<file path="config.mk">
export PLATFORM = sky130hd
export DESIGN_NAME = vector_direction_to_hue_color_top
export DESIGN_NICKNAME = d
export VERILOG_FILES = /design/src/hdl/vdh_pkg.sv /design/src/hdl/vector_direction_to_hue_color_top.sv
export SDC_FILE = /design/constraint.sdc
export NUM_CORES = 2
export LEC_CHECK = 0
export BUFFER_PORTS_ARGS = -buffer_cell sky130_fd_sc_hd__buf_2
export CAP_MARGIN = 20
export CORE_MARGIN = 2
export CORE_UTILIZATION = 40
export CTS_CLUSTER_SIZE = 12
export DETAILED_ROUTE_END_ITERATION = 10
export PLACE_DENSITY = 0.56
export REMOVE_ABC_BUFFERS = 1
export SKIP_CTS_REPAIR_TIMING = 1
export SLEW_MARGIN = 20
export SYNTH_ARGS = -nofsm -noshare
export SYNTH_HDL_FRONTEND = slang
export SYNTH_SLANG_ARGS = --single-unit
</file>
<file path="constraint.sdc">
create_clock -name clk -period 136.8 [get_ports clk]
set_clock_uncertainty 0.2 [all_clocks]
set_input_delay 27.36 -clock clk [delete_from_list [all_inputs] [get_ports clk]]
set_output_delay 27.36 -clock clk [all_outputs]
set_load 0.05 [all_outputs]
</file>
<file path="src/hdl/vdh_pkg.sv">
// ----------------------------------------------------------------------------
// vdh_pkg - shared constants for the vector direction to hue color block
// Angle format, arctangent table of the vectoring pipeline and the codes of
// the six hue wheel sectors.
// ----------------------------------------------------------------------------
package vdh_pkg;

	// Angle accumulator: unsigned fraction of a full turn, wrapping
	localparam int ANG_BITS = 32;

	// Deepest vectoring pipeline that the arctangent table supports
	localparam int MAX_ITERATIONS = 24;
	localparam int ITER_IDX_BITS  = 5;

	// Hue wheel sector codes (hue * 6, integer part)
	localparam int SECTOR_BITS = 3;
	localparam logic [SECTOR_BITS-1:0] SEC_RED_YELLOW   = 3'd0;
	localparam logic [SECTOR_BITS-1:0] SEC_YELLOW_GREEN = 3'd1;
	localparam logic [SECTOR_BITS-1:0] SEC_GREEN_CYAN   = 3'd2;
	localparam logic [SECTOR_BITS-1:0] SEC_CYAN_BLUE    = 3'd3;
	localparam logic [SECTOR_BITS-1:0] SEC_BLUE_MAGENTA = 3'd4;
	localparam logic [SECTOR_BITS-1:0] SEC_MAGENTA_RED  = 3'd5;

	// atan(2^-i) / (2*pi) * 2^32
	function automatic logic [ANG_BITS-1:0] atan_turn(input logic [ITER_IDX_BITS-1:0] idx);
		logic [ANG_BITS-1:0] val;
		val = '0;
		case (idx)
			5'd0:    val = 32'h2000_0000;
			5'd1:    val = 32'h12E4_051E;
			5'd2:    val = 32'h09FB_385B;
			5'd3:    val = 32'h0511_11D4;
			5'd4:    val = 32'h028B_0D43;
			5'd5:    val = 32'h0145_D7E1;
			5'd6:    val = 32'h00A2_F61E;
			5'd7:    val = 32'h0051_7C55;
			5'd8:    val = 32'h0028_BE53;
			5'd9:    val = 32'h0014_5F2F;
			5'd10:   val = 32'h000A_2F98;
			5'd11:   val = 32'h0005_17CC;
			5'd12:   val = 32'h0002_8BE6;
			5'd13:   val = 32'h0001_45F3;
			5'd14:   val = 32'h0000_A2F9;
			5'd15:   val = 32'h0000_517C;
			5'd16:   val = 32'h0000_28BE;
			5'd17:   val = 32'h0000_145F;
			5'd18:   val = 32'h0000_0A2F;
			5'd19:   val = 32'h0000_0517;
			5'd20:   val = 32'h0000_028B;
			5'd21:   val = 32'h0000_0145;
			5'd22:   val = 32'h0000_00A2;
			5'd23:   val = 32'h0000_0051;
			default: val = '0;
		endcase
		return val;
	endfunction

endpackage

</file>
<file path="src/hdl/vector_direction_to_hue_color_top.sv">
// ----------------------------------------------------------------------------
// vector_direction_to_hue_color_top - vector direction to hue wheel color
// Finds the direction of a signed 2D vector with a pipelined CORDIC
// vectoring unit, rounds it to a hue fraction of a full turn and colors it
// with the six-sector HSV wheel at full saturation and value.
// ----------------------------------------------------------------------------
//
//  Channel  Signals                          Dir  Notes
//  -------  -------------------------------  ---  ---------------------------
//  in       in_valid in_ready vec_x vec_y    in   one vector per item
//  out      out_valid out_ready hue red      out  one color per item
//           green blue
//
// One item enters per cycle while the output is not stalled. The pipeline has
// one capture and pre-rotation stage, one CORDIC stage per iteration, then hue
// rounding, sector split and ramp level stages.
// Reset clears only the valid bits of the stages.
// When the output register is full and not taken, the whole pipeline holds;
// in_ready drops in that cycle, so no item is lost or repeated.
// ----------------------------------------------------------------------------
module vector_direction_to_hue_color_top #(
	parameter int COMPONENT_BITS   = 16,
	parameter int HUE_BITS         = 16,
	parameter int COLOR_BITS       = 8,
	parameter int ANGLE_ITERATIONS = 16
) (
	input  logic                             clk,
	input  logic                             arst_n,
	input  logic                             in_valid,
	output logic                             in_ready,
	input  logic signed [COMPONENT_BITS-1:0] vec_x,
	input  logic signed [COMPONENT_BITS-1:0] vec_y,
	output logic                             out_valid,
	input  logic                             out_ready,
	output logic        [HUE_BITS-1:0]       hue,
	output logic        [COLOR_BITS-1:0]     red,
	output logic        [COLOR_BITS-1:0]     green,
	output logic        [COLOR_BITS-1:0]     blue
);
	import vdh_pkg::*;

	// Components carry 2^ITER of scaling, one bit for the negated minimum
	// and one for CORDIC gain
	localparam int W    = COMPONENT_BITS + ANGLE_ITERATIONS + 2;
	localparam int IT   = ANGLE_ITERATIONS;
	localparam int PW   = HUE_BITS + 1 + COLOR_BITS;
	localparam logic [ANG_BITS:0] HUE_HALF =
		(ANG_BITS + 1)'(1) << (ANG_BITS - 1 - HUE_BITS);
	localparam logic [HUE_BITS:0]   HUE_ONE  = (HUE_BITS + 1)'(1) << HUE_BITS;
	localparam logic [PW-1:0]       LVL_HALF = PW'(1) << (HUE_BITS - 1);
	localparam logic [COLOR_BITS-1:0] FULL   = {COLOR_BITS{1'b1}};

	logic en;

	// CORDIC stage registers: index 0 is the capture stage
	logic signed [W-1:0]        cx_s [0:IT];
	logic signed [W-1:0]        cy_s [0:IT];
	logic        [ANG_BITS-1:0] ca_s [0:IT];
	logic                       cz_s [0:IT];
	logic                       cv_s [0:IT];

	// Post stages: hue rounding (sh), sector split (sc), output (so)
	logic                   v_sh, v_sc, v_so;
	logic [HUE_BITS-1:0]    hue_sh, hue_sc;
	logic [SECTOR_BITS-1:0] sec_sc;
	logic [HUE_BITS:0]      lvl_sc;

	// Advance everything unless the output holds an item not yet taken
	assign en       = !v_so || out_ready;
	assign in_ready = en;

	// Pre-rotate into the right half plane
	logic signed [W-1:0] xe, ye;
	logic                xneg;
	always_comb begin
		xe   = W'(vec_x) <<< IT;
		ye   = W'(vec_y) <<< IT;
		xneg = vec_x[COMPONENT_BITS-1];
	end

	always_ff @(posedge clk or negedge arst_n) begin
		if (!arst_n) begin
			cv_s[0] <= 1'b0;
		end else if (en) begin
			cv_s[0] <= in_valid;
		end
	end

	always_ff @(posedge clk) begin
		if (en) begin
			cx_s[0] <= xneg ? -xe : xe;
			cy_s[0] <= xneg ? -ye : ye;
			ca_s[0] <= xneg ? {1'b1, {(ANG_BITS-1){1'b0}}} : '0;
			cz_s[0] <= (vec_x == '0) && (vec_y == '0);
		end
	end

	// One micro-rotation per stage, driving y toward zero
	for (genvar i = 0; i < IT; i++) begin : g_cordic
		logic signed [W-1:0] dx, dy;
		logic                up;
		always_comb begin
			dx = cy_s[i] >>> i;
			dy = cx_s[i] >>> i;
			up = !cy_s[i][W-1] && (cy_s[i] != '0);
		end

		always_ff @(posedge clk or negedge arst_n) begin
			if (!arst_n) begin
				cv_s[i+1] <= 1'b0;
			end else if (en) begin
				cv_s[i+1] <= cv_s[i];
			end
		end

		always_ff @(posedge clk) begin
			if (en) begin
				cx_s[i+1] <= up ? cx_s[i] + dx : cx_s[i] - dx;
				cy_s[i+1] <= up ? cy_s[i] - dy : cy_s[i] + dy;
				ca_s[i+1] <= up ? ca_s[i] + atan_turn(ITER_IDX_BITS'(i))
				                : ca_s[i] - atan_turn(ITER_IDX_BITS'(i));
				cz_s[i+1] <= cz_s[i];
			end
		end
	end

	// Round the angle half-up to the hue width; a full turn wraps to zero
	logic [ANG_BITS:0] rsum;
	assign rsum = {1'b0, ca_s[IT]} + HUE_HALF;

	// Split hue * 6 into sector and ramp level
	logic [HUE_BITS+2:0]    h6;
	logic [HUE_BITS-1:0]    frac;
	logic [SECTOR_BITS-1:0] sec;
	always_comb begin
		h6   = ((HUE_BITS + 3)'(hue_sh) << 2) + ((HUE_BITS + 3)'(hue_sh) << 1);
		sec  = h6[HUE_BITS +: SECTOR_BITS];
		frac = h6[HUE_BITS-1:0];
	end

	// Scale the ramp level to the color range, rounded
	logic [PW-1:0]         lvl_sum;
	logic [COLOR_BITS-1:0] lv;
	always_comb begin
		lvl_sum = PW'(lvl_sc) * PW'(FULL) + LVL_HALF;
		lv      = lvl_sum[HUE_BITS +: COLOR_BITS];
	end

	always_ff @(posedge clk or negedge arst_n) begin
		if (!arst_n) begin
			v_sh <= 1'b0;
			v_sc <= 1'b0;
			v_so <= 1'b0;
		end else if (en) begin
			v_sh <= cv_s[IT];
			v_sc <= v_sh;
			v_so <= v_sc;
		end
	end

	always_ff @(posedge clk) begin
		if (en) begin
			hue_sh <= cz_s[IT] ? '0 : rsum[ANG_BITS-HUE_BITS +: HUE_BITS];

			hue_sc <= hue_sh;
			sec_sc <= sec;
			lvl_sc <= sec[0] ? HUE_ONE - {1'b0, frac} : {1'b0, frac};

			hue <= hue_sc;
			unique case (sec_sc)
				SEC_YELLOW_GREEN: begin red <= lv;   green <= FULL; blue <= '0;   end
				SEC_GREEN_CYAN:   begin red <= '0;   green <= FULL; blue <= lv;   end
				SEC_CYAN_BLUE:    begin red <= '0;   green <= lv;   blue <= FULL; end
				SEC_BLUE_MAGENTA: begin red <= lv;   green <= '0;   blue <= FULL; end
				SEC_MAGENTA_RED:  begin red <= FULL; green <= '0;   blue <= lv;   end
				default:          begin red <= FULL; green <= lv;   blue <= '0;   end
			endcase
		end
	end

	assign out_valid = v_so;

	// A stalled output must block intake in the same cycle
	a_stall_blocks_input: assert property (@(posedge clk) disable iff (!arst_n)
		(out_valid && !out_ready) |-> !in_ready)
		else $error("item accepted while output stalled");

	// A new output item comes from a valid sector stage
	a_out_from_sc: assert property (@(posedge clk) disable iff (!arst_n)
		(out_valid && !$past(out_valid)) |-> $past(v_sc))
		else $error("output valid without a preceding item");

	// Every wheel color has one channel full and one channel off
	a_wheel_color: assert property (@(posedge clk) disable iff (!arst_n)
		out_valid |-> ((red == FULL || green == FULL || blue == FULL) &&
		               (red == '0 || green == '0 || blue == '0)))
		else $error("output color is off the hue wheel");

endmodule

</file>
==> summary.txt <==
Maxcap violations = 0
Slew Limit Fails = 0
Seq/Total Area, Yosys = 36.23%
EDFF count, synth = 1412
Layout cell share with drive strength beyond 1 = 4.681%
Synth top area cells = edfxtp_1, ha_1, xnor2_1
I/O pins = 78
TritonCTS Buffers = 179
Post-DP HPWL = 254400 um
Fill cells = 28160
IO buf count = 77
Most numerous cell in the Yosys netlist = edfxtp_1
GRT Total Usage = 20.65%
Asr flop ratio synth = 1.397%
Status = finished clean
Die ar. = 300400 um2
Fin worst setup slack = 80.68 ns
Clock sink count = 1432
Post-Route Utilization = 43.99%
DR DRC count = 0
Max Fclk = 17.82 MHz
DR vias/cell = 5.634
CP Class = input pin to output port
Flops & latches, synth = 1432
Worst Path Max Fanout = 87
Required @ worst endpoint = 109.24 ns
Initial Util = 40.23%
Post-synth top cells = edfxtp_1, ha_1, xnor2_1
Root Driver = clkbuf_16
Cell area after synthesis = 118400 um2
Initial antenna violation count = 1
Final instance area = 129500 um2
Slew headroom = 21.56%
Post-DP Area = 123600 um2
Avg WL per Cell = 19.47 um
CTS max path bufs = 4
Critical Path AT = 28.56 ns
CTS tree = yes
Crit start category = input pin
Placer Congestion = 0.9157
RSZ-0062 raised after global routing = false
Synth Flop Type = edfxtp_1
Deepest level of the CTS H-tree = 4
Setup violators final = 0
Vias in the first global route = 91710
Clk slew on worst S/H paths = 0.06 ns
Core box area = 294300 um2
Post-synthesis cell type count = 101
Initial DRC count = 5442
Fin nets = 13750
Routed wire length = 318400 um
Yosys synthesis warning count = 0
Top cell type's share of synthesized area = 35.81%
Area delta synth->final = 9.330%
Die height = 548.1 um
Mapped Cells = 12120
Worst Hold Class = register to register
Insertion delay to the later sink of the worst-skew pair = 0.86 ns
Final Hold Fails = 0
Avg Inst Size Synth = 9.771 um2
Dpl ws = 80.65 ns
Cell row count = 199
Worst slew pin tran = 1.166 ns
Fin crit period = 56.12 ns
Via count = 92140
Global route overflow = 0
Final worst-path cycle share = 41.02%
Post-route ant nets = 0
First-pass GRT wire length = 501900 um
Setup TNS = 0 ns
Largest net degree at the start of global routing = 88
First-pass DRT Iterations = 6
Synth area leader = edfxtp_1
Die Wd = 548.1 um
Crit end category = output port
[cells by family (layout without fill, tap and decap cells)]
| group | count (synthesis) | after routing | share of synthesized area, % |
|---|---|---|---|
| AOI/OAI and AO/OA | 3510 | 3510 | 19.16 |
| and+or+nand+nor | 3215 | 3215 | 13.38 |
| xor gates and xnor gates | 1669 | 1669 | 12.35 |
| DFF | 1432 | 1432 | 36.23 |
| adders and majority gates | 1418 | 1418 | 15.64 |
| buffers and inverters | 793 | 1065 | 2.541 |
| muxes | 80 | 80 | 0.6974 |
| other | 1 | 46 | 0.003167 |
[through the flow]
stage                     hold slack (ns)  cells
after floorplan                    0.2003  11970
after global placement             0.2028  16030
after detailed placement           0.2045  16030
after CTS                          0.2173  16350
after global routing               0.2095  16350
final                              0.2157  16350
[cell type report]
cell class	count	area (um2)	share of cell area [%]
Multi-Input combinational cell	9936	72710	56.17
Timing Repair Buffer	140	859.6	0.6640
Clock inverter	118	1201	0.9279
Inverter	604	2277	1.759
Tap cell	3919	4903	3.788
Clock buffer	203	4591	3.546
Antenna cell	2	5.005	0.003866
Sequential cell	1432	42900	33.14
[critical path, stage by stage]
cell and delay (ns):
buf_2 0.09, nor2b_2 0.03, buf_4 0.22, inv_8 0.47, buf_2 0.38
[state kept, by name, summed over array words and instances, names as in the netlist, 16 cells and up]
register	cells
cy_s	465
ca_s	425
cx_s	415
cv_s	17
cz_s	17
hue	16
hue_sc	16
hue_sh	16
[final timing paths]
| check | start | endpoint | slack (ns) | cells past startpoint |
|---|---|---|---|---|
| worst max-delay path | out_ready | in_ready | 80.68 | 5 |
| worst min-delay path | hue_sc[14] | hue[14] | 0.22 | 0 |
| min in group asynchronous | arst_n | cv_s[10] | 26.28 | 1 |
| max in group asynchronous | arst_n | cv_s[1] | 109.82 | 1 |
| worst min register to register | hue_sc[14] | hue[14] | 0.22 | 0 |
| worst max register to register | cy_s[0][247] | cx_s[0][302] | 128.78 | 19 |
[cell usage in the layout, fill, tap and decap left out, types with 36 or more instances in the layout]
cell       Yosys  routed
nor4_1       105     105
inv_1        594     593
o21ai_0      636     636
a21o_1       488     488
or2_2         68      68
a211o_1       36      36
o211ai_1      64      64
or3_1        145     145
nor3_1       336     335
o41ai_1       87      87
edfxtp_1    1412    1412
nand2b_1     175     169
or4_1         66      66
mux2i_1       60      60
conb_1         1      44
a31oi_1      114     113
nor2_1       917     917
buf_2         12      77
and3_1       107     107
fa_1         103     103
xor2_1       574     574
nand3_1      242     242
clkbuf_16      0     180
o21bai_1     161     161
o21a_1       187     187
buf_4          2      61
ha_1        1315    1315
and2_1        68      68
nand4_1       85      85
nor2b_1      145     144
a21oi_1     1061    1061
xnor2_1     1094    1094
clkinv_1       3      37
nand2_1      644     644
a211oi_1     107     107
o31ai_1      171     171
[metal layers]
metal / share of wire, % / track usage [%]
met5: 0 / 0
met4: 3.6 / 7.364
met3: 3.3 / 1.938
met2: 52 / 39.02
met1: 41 / 24.06
Power is left out: the tool's default activity adds up to more than one toggle a clock period on the data nets, which glitch-free logic cannot reach.
